## config.mk

```make
export PLATFORM = sky130hd
export DESIGN_NAME = gln_cell
export DESIGN_NICKNAME = d
export VERILOG_FILES = /design/src/rtl/gln_pkg.sv /design/src/rtl/gln_cell.sv
export SDC_FILE = /design/constraint.sdc
export NUM_CORES = 1
export LEC_CHECK = 0
export BUFFER_PORTS_ARGS = -buffer_cell sky130_fd_sc_hd__buf_2
export CAP_MARGIN = 30
export CORE_AREA = 10 10 248 250
export CTS_CLUSTER_SIZE = 40
export DETAILED_ROUTE_END_ITERATION = 16
export DIE_AREA = 0 0 258 260
export GPL_TIMING_DRIVEN = 0
export PLACE_DENSITY = 0.66
export SYNTH_ARGS = -nofsm -noshare
export SYNTH_HDL_FRONTEND = slang
export SYNTH_SLANG_ARGS = --single-unit
```

## constraint.sdc

```tcl
create_clock -name clk -period 5.7 [get_ports clk]
set_clock_uncertainty 0.15 [all_clocks]
set_input_delay 1.71 -clock clk [delete_from_list [all_inputs] [get_ports clk]]
set_output_delay 1.71 -clock clk [all_outputs]
set_load 0.01 [all_outputs]
```

## src/rtl/gln_pkg.sv

```systemverilog
// Package for the gradient L2 normalizer.
// Holds the result width, the unit length and the control word carried down the pipeline.
`default_nettype none
package gln_pkg;

  // Result fields are signed 16-bit; magnitudes never exceed UNIT_LEN.
  localparam int unsigned NORM_W   = 16;
  localparam int unsigned QUO_W    = 15;
  localparam logic [QUO_W-1:0] UNIT_LEN = 15'h7FFF;

  // Control word that travels beside the data in every stage.
  typedef struct packed {
    logic valid;
    logic zero_x;
    logic zero_y;
    logic neg_x;
    logic neg_y;
  } ctrl_t;

endpackage
`default_nettype wire

```

## src/rtl/gln_cell.sv

```systemverilog
// One cell of the normalizer chain: settles one quotient bit for both lanes.
// Keeps remainder T - d^2*S and product d*S updated with shifts and adds. Depends on gln_pkg.
`default_nettype none
module gln_cell #(
  parameter int unsigned GRAD_WIDTH = 16,
  parameter int unsigned TW = 2 * GRAD_WIDTH + 33,
  parameter int unsigned BIT = 14
) (
  input  wire                                 clk,
  input  wire                                 rst,
  input  wire                                 en,
  input  gln_pkg::ctrl_t                      ctrl_in,
  input  wire  [2*GRAD_WIDTH-1:0]             sum_in,
  input  wire  [1:0][TW-1:0]                  rem_in,
  input  wire  [1:0][TW-1:0]                  prod_in,
  input  wire  [1:0][gln_pkg::QUO_W-1:0]      quo_in,
  output gln_pkg::ctrl_t                      ctrl_out,
  output logic [2*GRAD_WIDTH-1:0]             sum_out,
  output logic [1:0][TW-1:0]                  rem_out,
  output logic [1:0][TW-1:0]                  prod_out,
  output logic [1:0][gln_pkg::QUO_W-1:0]      quo_out
);

  logic signed [TW-1:0] sum_ext;
  logic signed [TW-1:0] delta [2];
  logic signed [TW-1:0] trial [2];
  logic [1:0]           take;

  assign sum_ext = $signed(TW'(sum_in));

  // Raising q by 2^BIT adds 2^(BIT+2)*d*S + 2^(2*BIT+2)*S to d^2*S
  always_comb begin
    for (int i = 0; i < 2; i++) begin
      delta[i] = ($signed(prod_in[i]) <<< (BIT + 2)) + (sum_ext <<< (2 * BIT + 2));
      trial[i] = $signed(rem_in[i]) - delta[i];
      take[i]  = ~trial[i][TW-1];
    end
  end

  always_ff @(posedge clk) begin
    if (rst) begin
      ctrl_out.valid <= 1'b0;
    end else if (en) begin
      ctrl_out.valid <= ctrl_in.valid;
    end
    if (en) begin
      ctrl_out.neg_x  <= ctrl_in.neg_x;
      ctrl_out.neg_y  <= ctrl_in.neg_y;
      ctrl_out.zero_x <= ctrl_in.zero_x;
      ctrl_out.zero_y <= ctrl_in.zero_y;
      sum_out <= sum_in;
      for (int i = 0; i < 2; i++) begin
        if (take[i]) begin
          rem_out[i]  <= trial[i];
          prod_out[i] <= $signed(prod_in[i]) + (sum_ext <<< (BIT + 1));
          quo_out[i]  <= quo_in[i] | (gln_pkg::QUO_W'(1) << BIT);
        end else begin
          rem_out[i]  <= rem_in[i];
          prod_out[i] <= prod_in[i];
          quo_out[i]  <= quo_in[i];
        end
      end
    end
  end

endmodule
`default_nettype wire

```

== Yosys cells after proc, flatten, opt, wreduce, memory -nomap -nowiden ==
Cells that the tools add are included.
W data, S select, Z words.

* Bits in registers: 327
* Output and inout bits: 327
* Logic and storage cells: 26

* Add/sub/neg operators: 6
* Muxes and demuxes: 4

{| class="wikitable"
|+ Operators by type and width
! kind !! count
|-
| $add A65 B48 Y65 || 2
|-
| $add A65 B63 Y65 || 2
|-
| $mux W65 || 2
|-
| $sub A65 B65 Y65 || 2
|-
| $mux W64 || 2
|}

== Depth between registers and ports, before layout ==
* Word-level depth: 3
* Mapped depth: 17
* Mapped depth without buffers: 14

== Worst setup path before layout ==
No wires, ideal clock.

* Path kind: in2reg
* Start point: input port sum_in[6]
* End point: register prod_out[15] (netlist bit) (data pin)
* Data arrival time: 5.287 ns
* Slack: 0.004 ns
* Cell stages on the path: 15
* Path buffers: 4
* Path through: inv_1 fa_1 ha_1 buf_2 nand4_1 or4_4 o41ai_4 o21ai_2 a211o_1 a21oi_1 or2_1 buf_6 buf_6 buf_2 mux2_2

* Word-level cells in the longest chain between the ends: 3

{| class="wikitable"
|+ RTL lines
! what !! RTL line !! source
|-
| from (decl) || gln_cell.sv:13 || <nowiki>input wire [2*GRAD_WIDTH-1:0] sum_in,</nowiki>
|-
| $add A65 B63 Y65 || gln_cell.sv:34 || <nowiki>delta[i] = ($signed(prod_in[i]) <<< (BIT + 2)) + (sum_ext <<< (2 * BIT + 2));</nowiki>
|-
| $sub A65 B65 Y65 || gln_cell.sv:35 || <nowiki>trial[i] = $signed(rem_in[i]) - delta[i];</nowiki>
|-
| $mux W65 || gln_cell.sv:53 || <nowiki>if (take[i]) begin</nowiki>
|-
| to (signal, indexed assignment) || gln_cell.sv:55 || <nowiki>prod_out[i] <= $signed(prod_in[i]) + (sum_ext <<< (BIT + 1));</nowiki>
|-
| to (signal, indexed assignment) || gln_cell.sv:59 || <nowiki>prod_out[i] <= prod_in[i];</nowiki>
|-
| to (decl) || gln_cell.sv:20 || <nowiki>output logic [1:0][TW-1:0] prod_out,</nowiki>
|}

No other way between the ends.
A chain may end at the register's enable or synchronous reset.

== Final worst setup path ==
* Start point: input port sum_in[7]
* End point: register rem_out[63] (netlist bit) (data pin)

* Word-level cells in the longest chain between the ends: 3

{| class="wikitable"
|+ RTL lines
! what !! RTL line !! source
|-
| $add A65 B63 Y65 || gln_cell.sv:34 ||
|-
| $sub A65 B65 Y65 || gln_cell.sv:35 ||
|-
| $mux W64 || gln_cell.sv:53 ||
|-
| to (signal, indexed assignment) || gln_cell.sv:54 || <nowiki>rem_out[i] <= trial[i];</nowiki>
|-
| to (signal, indexed assignment) || gln_cell.sv:58 || <nowiki>rem_out[i] <= rem_in[i];</nowiki>
|-
| to (decl) || gln_cell.sv:19 || <nowiki>output logic [1:0][TW-1:0] rem_out,</nowiki>
|}

No other way between the ends.

==> results.json <==
{
  "outcome": "finished, final reports clean",
  "timing.critical_path.from_type": "primary input",
  "drt_wl_total_um": 87200,
  "seq_area_um2": 9809,
  "synth_most_common_cell": "edfxtp_1",
  "timing_worst_setup_path_type": "in -> reg",
  "timing.final.crit_period_ns": 5.657,
  "ir_drop_mv": 0.2636,
  "timing.max_cap.violations": 0,
  "chipHeight_um": 260,
  "end_kind": "register",
  "max_slew.worst_pin.slew_ns": 0.8846,
  "synth-seq-area-share": 0.4381,
  "cts-root-to-sink-buffers": 3,
  "cts_root_buf": "clkbuf_16",
  "antenna_found_initial": 33,
  "power.share.sequential": 0.342,
  "avgSynthCellArea_um2": 10.31,
  "fmax_mhz": 176.8,
  "core-area_um2": 56280,
  "finalSetupViolations": 0,
  "insertion_delay_ns": 0.56,
  "gp_congestion": 0.9286,
  "reported_leakage_power_nw": 12.82,
  "area_growth_syn_to_layout_pct": 27.07,
  "ys.warnings.count": 0,
  "critical_path.max_stage_delay_ns": 0.61,
  "synth_enable_flop_cells": 326,
  "p_int_mw": 6.249,
  "cts.reportedPaths.clkPinSlew_ns": 0.06,
  "yosysUniqueCellTypes": 67,
  "via_count": 19430,
  "multi_input_comb_area_um2": 11660,
  "power_density_nw_per_um2": 341.8,
  "slew_headroom": 0.4060,
  "drt_drc_violations_left": 0,
  "net-switching-power_mw": 3.476,
  "grt_usage": 0.2488,
  "layout.core_utilization": 0.5056,
  "placement.io_buffers": 632,
  "synth_fp_nets": 2761,
  "synth-main-ff-cell": "edfxtp_1",
  "detail-route-antenna-nets": 0,
  "worst-path-buf-inv": 5,
  "hp-class": "reg -> reg",
  "power.share.switching": 0.3575,
  "tritoncts": "yes",
  "avgRoutedWirePerCell_um": 23.88,
  "synth_largest_type_area_fraction": 0.4372,
  "top_delay_family_on_crit_path": "simple AND/OR/NAND/NOR gates",
  "drv_slew": 0,
  "hold_viol_final": 0,
  "comb_power_share": 0.370,
  "gr-total-overflow": 0,
  "synthCells": 2171,
  "syn_area_um2": 22390,
  "clock_power_share": 0.287,
  "initial_utilization": 0.3979,
  "detail_route.first_pass.iterations": 5,
  "synth_top_cells_by_count": "edfxtp_1 (326), nand2_1 (233), inv_1 (221)",
  "io-pin-count": 657,
  "grt_pass1_vias": 19750,
  "row_count": 87,
  "drive_above_1_share": 0.2727,
  "drt-initial-drc-count": 1158,
  "fin_setup_tns_ns": 0,
  "cts.sinks": 327,
  "n_fill_cell": 5217,
  "fin_crit_sh": 0.9925,
  "timing.critical_path.slowest_stage_cell": "or4_4",
  "synth_top_cell_by_area": "edfxtp_1",
  "grt_pass1_wl_um": 125700,
  "post-layout-total-power_mw": 9.725,
  "synthTopCellsByArea": "edfxtp_1 (44%), ha_1 (11%), fa_1 (5.9%)",
  "cts_htree_levels": 2,
  "synthArstFlopShare": 0,
  "fp.dieArea_um2": 67080,
  "chipWidth_um": 258,
  "timing.critical_path.fanout_max": 10,
  "required_time_reported_for_the_critical_path_endpoint_ns": 5.86,
  "half_perimeter_wire_length_of_the_detailed_placement_result_um": 72590,
  "largest_net_degree_at_the_start_of_global_routing": 98,
  "worst-endpoint-arrival_ns": 5.82,
  "layout.cells.non_filler": 3652,
  "finalHoldWorstSlack_ns": 0.3554,
  "synth.ff_latch_count": 327,
  "nNetsFinal": 3444,
  "dp_cells": 3565,
  "cts_inserted_buffers": 40,
  "viasPerCell": 5.321,
  "path_cells": "buf_2 > inv_2 > fa_1 > ha_4 > nand4_1 > or4_4 > o41ai_4 > o21ai_4 > a211o_1 > and3_4 > or2_1 > buf_6 > buf_8 > buf_12 > a211oi_2 > nand3_1"
}
power by group through the flow:
stage               combinational [mW]  clock (mW)  sequential (mW)
floorplan                         1.81           0             3.58
global placement                  3.44           0             3.39
detailed placement                3.50           0             3.37
CTS                               3.59        2.86             3.33
global route                      3.96        2.95             3.36
finish                            3.60        2.79             3.33
stage by stage:
step | instance area, µm² | setup slack [ns]
global placement | 26500 | -2.183
floorplan | 22390 | 0.003503
global route | 28430 | -0.02047
finish | 28450 | 0.04265
detailed placement | 26620 | -1.669
CTS | 28280 | 0.02782
worst paths after layout:
check	from	to	slack [ns]	cells after the start
max	sum_in[7]	rem_out[63]	0.04	16
min	ctrl_out[4]	ctrl_out[4]	0.36	2
max reg2reg	ctrl_out[4]	ctrl_out[4]	4.97	2
min reg2reg	ctrl_out[4]	ctrl_out[4]	0.36	2
layout by cell type (no fill, tap or decap), drive strengths merged, types with 9 or more instances in the layout:
| cell | instances |
|---|---|
| o21bai | 20 |
| a2111oi | 9 |
| o211ai | 10 |
| a21o | 84 |
| o21a | 10 |
| o21ai | 211 |
| and3 | 21 |
| nand2b | 14 |
| clkinv | 11 |
| ha | 194 |
| buf | 650 |
| xor2 | 90 |
| xnor2 | 92 |
| fa | 66 |
| inv | 222 |
| nand2 | 233 |
| o31ai | 15 |
| diode | 10 |
| clkbuf | 121 |
| a21oi | 145 |
| nor2 | 74 |
| a211oi | 14 |
| a31oi | 14 |
| nor2b | 18 |
| and2 | 10 |
| edfxtp | 326 |
| nand4 | 28 |
| nor3 | 22 |
| nand3 | 42 |
worst register-to-register path: stages, from the launching register on:
cell and delay (ns):
dfxtp_1 0.31, mux2i_1 0.12, nor2_1 0.05
layer usage:
layer | up-vias | track usage | wire, µm
li1 | 9173 | - | -
met1 | 9318 | 0.2786 | 33120
met2 | 730 | 0.4433 | 43610
met3 | 169 | 0.08803 | 8033
met4 | 44 | 0.06257 | 2165
met5 | - | 0 | 269
logic make-up after synthesis:
group	count (synthesis)	synth area share
AO/OA/AOI/OAI	592	0.1633
AND/OR/NAND/NOR	500	0.1043
flip-flops	327	0.4381
buffers and inverters	302	0.05169
adder cells (fa/ha/maj)	260	0.1674
XOR/XNOR	182	0.07119
multiplexers	8	0.003912
what timing repair did:
action / CTS / global route
hold buffers: 0 / 0
gates resized for setup: 56 / 34
setup buffers: 3 / 2
pin swaps: 6 / 2
endpoints found under the setup margin: 177 / 133
cell type report:
cell class,instances,area share
Inverter,221,0.02951
Buffer,79,0.01447
Sequential cell,327,0.3448
Multi-Input combinational cell,1542,0.4099
Tap cell,756,0.03325
Clock buffer,49,0.03707
Timing Repair Buffer,643,0.1173
Clock inverter,25,0.01284
Antenna cell,10,0.0008795
state kept, by name, indices dropped and copies added (netlist names):
name      flops
quo_out      30
prod_out    130
rem_out     130
sum_out      32
ctrl_out      5
Power figures use the tool's default switching activity.
