### config.mk
export PLATFORM = sky130hd
export DESIGN_NAME = gln_front
export DESIGN_NICKNAME = d
export VERILOG_FILES = /design/src/rtl/gln_pkg.sv /design/src/rtl/gln_front.sv
export SDC_FILE = /design/constraint.sdc
export NUM_CORES = 2
export LEC_CHECK = 0
export BUFFER_PORTS_ARGS = -buffer_cell sky130_fd_sc_hd__clkbuf_2
export CORE_MARGIN = 10
export CORE_UTILIZATION = 30
export CTS_CLUSTER_SIZE = 14
export DETAILED_ROUTE_END_ITERATION = 7
export GPL_ROUTABILITY_DRIVEN = 0
export PLACE_DENSITY = 0.57
export RECOVER_POWER = 50
export SYNTH_ARGS = -nofsm -noshare
export SYNTH_HDL_FRONTEND = slang
export SYNTH_SLANG_ARGS = --single-unit
export TNS_END_PERCENT = 30
### constraint.sdc
create_clock -name clk -period 11 [get_ports clk]
set_input_delay 1.65 -clock clk [delete_from_list [all_inputs] [get_ports clk]]
set_output_delay 1.65 -clock clk [all_outputs]
set_load 0.005 [all_outputs]
### src/rtl/gln_pkg.sv
// Package for the gradient L2 normalizer.
// Holds the result width, the unit length and the control word carried down the pipeline.
`default_nettype none
package gln_pkg;

  // Result fields are signed 16-bit; magnitudes never exceed UNIT_LEN.
  localparam int unsigned NORM_W   = 16;
  localparam int unsigned QUO_W    = 15;
  localparam logic [QUO_W-1:0] UNIT_LEN = 15'h7FFF;

  // Control word that travels beside the data in every stage.
  typedef struct packed {
    logic valid;
    logic zero_x;
    logic zero_y;
    logic neg_x;
    logic neg_y;
  } ctrl_t;

endpackage
`default_nettype wire

### src/rtl/gln_front.sv
// Front end of the gradient L2 normalizer: magnitudes, squares, sum of squares
// and the scaled target for each lane. Depends on gln_pkg.
`default_nettype none
module gln_front #(
  parameter int unsigned GRAD_WIDTH = 16,
  parameter int unsigned TW = 2 * GRAD_WIDTH + 33
) (
  input  wire                           clk,
  input  wire                           rst,
  input  wire                           en,
  input  wire                           in_valid,
  input  wire  [GRAD_WIDTH-1:0]         grad_x,
  input  wire  [GRAD_WIDTH-1:0]         grad_y,
  output gln_pkg::ctrl_t                ctrl_out,
  output logic [2*GRAD_WIDTH-1:0]       sum_sq,
  output logic [1:0][TW-1:0]            rem_out,
  output logic [1:0][TW-1:0]            prod_out
);

  localparam int unsigned SW = 2 * GRAD_WIDTH;

  gln_pkg::ctrl_t ctrl_a, ctrl_b;
  logic [GRAD_WIDTH-1:0] mag_x, mag_y;
  logic [SW-1:0]         sq_x, sq_y;
  logic [SW-1:0]         sum_c;
  logic [TW-1:0]         tgt_x, tgt_y, sq_x_ext, sq_y_ext, sum_ext;

  // Stage A: magnitudes and sign flags (most negative value wraps to 2^(W-1))
  always_ff @(posedge clk) begin
    if (rst) begin
      ctrl_a.valid <= 1'b0;
    end else if (en) begin
      ctrl_a.valid <= in_valid;
    end
    if (en) begin
      ctrl_a.neg_x  <= grad_x[GRAD_WIDTH-1];
      ctrl_a.neg_y  <= grad_y[GRAD_WIDTH-1];
      ctrl_a.zero_x <= (grad_x == '0);
      ctrl_a.zero_y <= (grad_y == '0);
      mag_x <= grad_x[GRAD_WIDTH-1] ? (~grad_x + 1'b1) : grad_x;
      mag_y <= grad_y[GRAD_WIDTH-1] ? (~grad_y + 1'b1) : grad_y;
    end
  end

  // Stage B: squares
  always_ff @(posedge clk) begin
    if (rst) begin
      ctrl_b.valid <= 1'b0;
    end else if (en) begin
      ctrl_b.valid <= ctrl_a.valid;
    end
    if (en) begin
      ctrl_b.neg_x  <= ctrl_a.neg_x;
      ctrl_b.neg_y  <= ctrl_a.neg_y;
      ctrl_b.zero_x <= ctrl_a.zero_x;
      ctrl_b.zero_y <= ctrl_a.zero_y;
      sq_x <= SW'(mag_x) * SW'(mag_x);
      sq_y <= SW'(mag_y) * SW'(mag_y);
    end
  end

  // Stage C: target T = 4*32767^2*g^2 = (g2<<32) - (g2<<18) + (g2<<2)
  assign sum_c    = sq_x + sq_y;
  assign sq_x_ext = TW'(sq_x);
  assign sq_y_ext = TW'(sq_y);
  assign sum_ext  = TW'(sum_c);
  assign tgt_x    = (sq_x_ext << 32) - (sq_x_ext << 18) + (sq_x_ext << 2);
  assign tgt_y    = (sq_y_ext << 32) - (sq_y_ext << 18) + (sq_y_ext << 2);

  always_ff @(posedge clk) begin
    if (rst) begin
      ctrl_out.valid <= 1'b0;
    end else if (en) begin
      ctrl_out.valid <= ctrl_b.valid;
    end
    if (en) begin
      ctrl_out.neg_x  <= ctrl_b.neg_x;
      ctrl_out.neg_y  <= ctrl_b.neg_y;
      ctrl_out.zero_x <= ctrl_b.zero_x;
      ctrl_out.zero_y <= ctrl_b.zero_y;
      sum_sq      <= sum_c;
      // start with q = 0, d = 2q-1 = -1: remainder T - S, product d*S = -S
      rem_out[0]  <= tgt_x - sum_ext;
      rem_out[1]  <= tgt_y - sum_ext;
      prod_out[0] <= '0 - sum_ext;
      prod_out[1] <= '0 - sum_ext;
    end
  end

endmodule
`default_nettype wire

-- Word level (Yosys, flattened, before mapping)
Index checks and enable logic that the tools add are counted.
W data, S select, Z words.
- add/sub/neg operators: 10
- multipliers: 2
- muxes and demuxes: 2
- bitwise logic cells: 2
- reductions and logical operators: 2
- operators with widths (cell ; count):
    $add A65 B34 Y65 ; 2
    $sub A64 B50 Y65 ; 2
    $sub A65 B32 Y65 ; 2
    $mul A16 B16 Y32 ; 2
    $sub A1 B32 Y33 const A ; 1
    $add A16 B1 Y16 const B ; 2
    $add A32 B32 Y32 ; 1
    $logic_not A16 Y1 ; 2
    $not A16 Y16 ; 2
    $mux W15 ; 2
- flip-flop bits (word level): 338
- input bits: 36
- logic and storage cells: 43

-- Logic depth before layout (Yosys ltp)
- depth after elaboration: 3
- mapped depth: 28
- gate-level depth less buffers: 26

-- Worst setup path after synthesis
No wires, ideal clock.
- path type: reg-to-reg
- from: register mag_y[10]
- to: register sq_y[31], data pin
- setup time: 0.264 ns
- arrival time: 6.454 ns
- slack: 4.282 ns
- stages on the path, launching flop included: 25
- period minus slack after synthesis: 6.718 ns
- cell sequence: edfxtp_1 clkbuf_1 clkinv_1 nor2_1 inv_1 fa_1 inv_1 fa_1 fa_1 fa_1 fa_1 inv_1 fa_1 inv_1 ha_1 a21o_1 a21o_1 a211o_1 a31o_2 a41oi_1 o21ai_0 a211oi_1 o21a_1 o31ai_1 xnor2_1
- longest elaborated chain between the ends: 1
- RTL lines (what ; RTL line ; source):
    from (decl) ; gln_front.sv:23 ; logic [GRAD_WIDTH-1:0] mag_x, mag_y;
    from (signal assigned) ; gln_front.sv:41 ; mag_y <= grad_y[GRAD_WIDTH-1] ? (~grad_y + 1'b1) : grad_y;
    $mul A16 B16 Y32 ; gln_front.sv:58 ; sq_y <= SW'(mag_y) * SW'(mag_y);
    to (signal assigned) ; gln_front.sv:58 ;
    to (decl) ; gln_front.sv:24 ; logic [SW-1:0] sq_x, sq_y;
Every way passes these cells.
A chain may end at the register's enable or synchronous reset.

-- Worst setup path after layout
- from: register sq_x[9]
- to: register rem_out[109] (netlist name), data pin
- longest elaborated chain between the ends: 2
- RTL lines (what ; RTL line ; source):
    from (decl) ; gln_front.sv:24 ;
    from (signal assigned) ; gln_front.sv:57 ; sq_x <= SW'(mag_x) * SW'(mag_x);
    $add A32 B32 Y32 ; gln_front.sv:63 ; assign sum_c = sq_x + sq_y;
    $sub A65 B32 Y65 ; gln_front.sv:84 ; rem_out[1] <= tgt_y - sum_ext;
    to (decl) ; gln_front.sv:16 ; output logic [1:0][TW-1:0] rem_out,
Every way passes these cells.

==> metrics <==
Startpoint Class=flip-flop; Final min period=about 7400 ps; yosys warns=0; post_cts resized=0; CTS hold repair buffers=0; Worst R2R Start=sq_x[9]$_DFFE_PP_; Clock Pin Slew Worst Setup and Hold Paths=60 ps; via count=roughly 28k; Post-CTS Setup Inserts=0; final setup fails=0; Unique masters post-synth=84; sequential fraction of the synthesis area=23.9%; global route overflow=0; H-tree levels=2; failing checks=max-capacitance violations, max-slew violations; Worst R2R End=rem_out[109]$_DFFE_PP_; RSZ-0062 raised after global routing=no; CP max FO=7; post-synthesis compound-gate area fraction=a little under an eighth; CTS tree=done; vias in the first global route=28.5k; Longest Clk Path Bufs=3; Die Width=374 um; mean post-synth cell area=9.57 sq um; worst r2r path cells=23; die area=around 140000 sq um; initial antenna violation count=5; HP Class=reg -> reg; Cell Area, Synth=roughly 38000 sq um; Max-Cap Viols=1; layout cells sized above 1=under 10%; Final HPWL DP=between 90 and 100 mm; CP endpoint kind=flip-flop; top cell type by total area after synthesis=edfxtp_1; relative slew slack=-301%; Initial Utilization=between 30% and 40%; async set or reset register ratio after synthesis=0%; Post-Syn Nets=about 4.8k; Worst Setup SP=sq_x[9]$_DFFE_PP_; first-pass GRT wire length=around 170 mm; CP Capture Point=rem_out[109]$_DFFE_PP_; Post-synth EDFFs=296; fin nets=roughly 5k; CTS sink count=approximately 300; GRT Overall Usage=roughly 16%; IO Pins=roughly 330; Cells after Synth=between 3k and 4k; core box area=124000 sq um; 1st-pass router iterations=5; wire per inst=19.3 um; status=finished, violations left; Syn-to-layout area delta=10.3%; ys flop type=edfxtp_1; Final TNS setup=0 ps; Arr. time, crit path=7760 ps; Post-Synth Adder-Cell Area=between 30% and 40%; Yosys top cell area share=23.7%; post-synthesis mux area share=0.167%; initial detailed-routing violation count=1898; Synth area leaders=edfxtp_1 (24%), fa_1 (19%), ha_1 (17%); largest net degree at the start of global routing=137; fmax=~0.14 GHz; XOR/XNOR Fraction of Synth Area=under 10%; simple-gate share of the synthesized area=roughly 11%; cts bufs inserted=40; total wire length=approximately 110 mm; clock skew=28.5 ps; Worst-Skew Late Latency=~610 ps; Max Slew Vio Count=108; vias per cell=a little under 5; period utilization=between 60% and 70%; slew at the pin closest to its max-slew limit=~6000 ps; Final Hold Vio Count=0; crit path kind=reg -> reg; clk root buf=clkbuf_16; I/O Buffers=332; Critical Path RT=around 11000 ps; Yosys reg bits=between 200 and 300; Chip Height=374 um; FP Rows=between 100 and 150; drt drc=0; Final ANT Viol Nets=0; reg2reg setup slack=between 3000 and 4000 ps; main combinational cell family by area after synthesis=adder cells
[cell families (layout without fill, tap and decap cells)]
logic type / after synthesis / after routing
buffers and inverters: 939 / 1163
muxes: 6 / 6
and+or+nand+nor: 837 / 837
DFF: 299 / 299
xor gates and xnor gates: 265 / 265
other: 0 / 1
AOI/OAI and AO/OA: 696 / 696
adders and majority gates: 877 / 877
[stage by stage]
step	area (sq um)	hold WS (ps)	utilization [%]	worst slack [ps]	std cells
2_1_floorplan	37500	400	-	4280	3919
4_1_cts	41600	417	33.6	3450	5780
3_5_place_dp	40200	408	32.4	3540	5707
3_3_place_gp	40200	401	32.4	3700	5707
5_1_grt	41400	430	33.4	2940	5780
6_report	41400	418	33.4	3610	5781
[final cells by class]
type	instances	area (sq um)
Antenna cell	1	2.50
Clock buffer	46	1040
Clock inverter	27	369
Fill cell	12800	82600
Inverter	745	2800
Multi-Input combinational cell	2681	24600
Sequential cell	299	8950
Tap cell	1637	2050
Timing Repair Buffer	345	1530
[worst min-delay path by stage]
stage                         from                     to  slack [ps]  depth (start not counted)
2_1_floorplan  ctrl_a[0]$_DFFE_PP_    ctrl_b[0]$_DFFE_PP_         400                          0
3_3_place_gp   ctrl_b[0]$_DFFE_PP_  ctrl_out[0]$_DFFE_PP_         400                          0
3_5_place_dp   ctrl_b[1]$_DFFE_PP_  ctrl_out[1]$_DFFE_PP_         410                          0
4_1_cts        ctrl_a[1]$_DFFE_PP_    ctrl_b[1]$_DFFE_PP_         420                          0
5_1_grt        ctrl_a[0]$_DFFE_PP_    ctrl_b[0]$_DFFE_PP_         430                          0
6_report       ctrl_a[1]$_DFFE_PP_    ctrl_b[1]$_DFFE_PP_         420                          0
[registers in the layout, indices dropped and copies added, names as in the netlist]
name and count:
mag_x 16, ctrl_a 5, prod_out 31, ctrl_b 5, ctrl_out 5, mag_y 16
sq_y 31, rem_out 127, sq_x 31, sum_sq 32
[critical path, stage by stage (launching register included)]
cell       delay, ps
edfxtp_1         390
ha_1             400
a21oi_1          120
o21ai_0          510
nand2_1          170
and3_1           240
o31ai_1          480
o41ai_1          180
nor2b_1          140
nor2_1            60
xnor2_1          780
xnor2_1          200
ha_1             260
ha_1             290
ha_1             420
nand2_1          100
nor2_1           150
and3_1           230
nand2_1           70
a2111oi_1        940
o311ai_0         280
a21oi_1          290
mux2i_1          110
a2111oi_0        360
[Yosys cell counts (4+ instances only)]
master / number
inv_1: 743
ha_1: 518
fa_1: 359
edfxtp_1: 296
nand2_1: 250
a21oi_1: 220
nor2_1: 187
xnor2_1: 187
o21ai_0: 123
a21o_1: 119
buf_4: 102
and2_1: 98
clkbuf_1: 89
xor2_1: 76
nor3_1: 53
o21bai_1: 46
nand2b_1: 40
nand4_1: 38
nand3_1: 36
o21a_1: 35
nor2b_1: 32
and3_1: 25
a31oi_1: 21
o31ai_1: 20
a211oi_1: 17
nor4_1: 16
or2_2: 14
o211ai_1: 13
or3_1: 12
o22ai_1: 7
a21boi_0: 6
a31o_2: 6
a41oi_1: 6
nand3b_1: 6
o41ai_1: 6
a2111oi_0: 5
a221o_1: 5
nor3b_1: 5
and4_1: 4
mux2i_1: 4
o21ai_1: 4
or4_1: 4
[layer usage]
metal / track usage [%] / vias to the layer above / wire (um)
met3: 3.43 / 155 / 8280
met5: 0 / - / 0
met4: 4.54 / 0 / 2990
met2: 24.9 / 918 / 49700
met1: 21.0 / 13600 / 50500
li1: - / 13300 / -
[layout by cell type, fill, tap and decap left out, types with 7 or more instances in the layout]
cell       count
or3_1         12
o22ai_1        7
a21o_1       119
clkbuf_1     189
o211ai_1      13
bufinv_16      8
nor3_1        53
fa_1         359
nand2b_1      40
inv_1        743
o21ai_0      124
xnor2_1      187
o21bai_1      46
a31oi_1       21
nor4_1        16
a21oi_1      220
or2_2         14
nor2_1       187
nand4_1       38
a211oi_1      18
o31ai_1       20
xor2_1        76
clkbuf_16     41
nand2_1      250
nand3_1       36
clkbuf_2     153
and2_1        97
nor2b_1       32
o21a_1        35
ha_1         518
and3_1        25
edfxtp_1     296
Power is not shown: default switching activity piles up to over one toggle a cycle in this logic, so the estimate is an artifact.
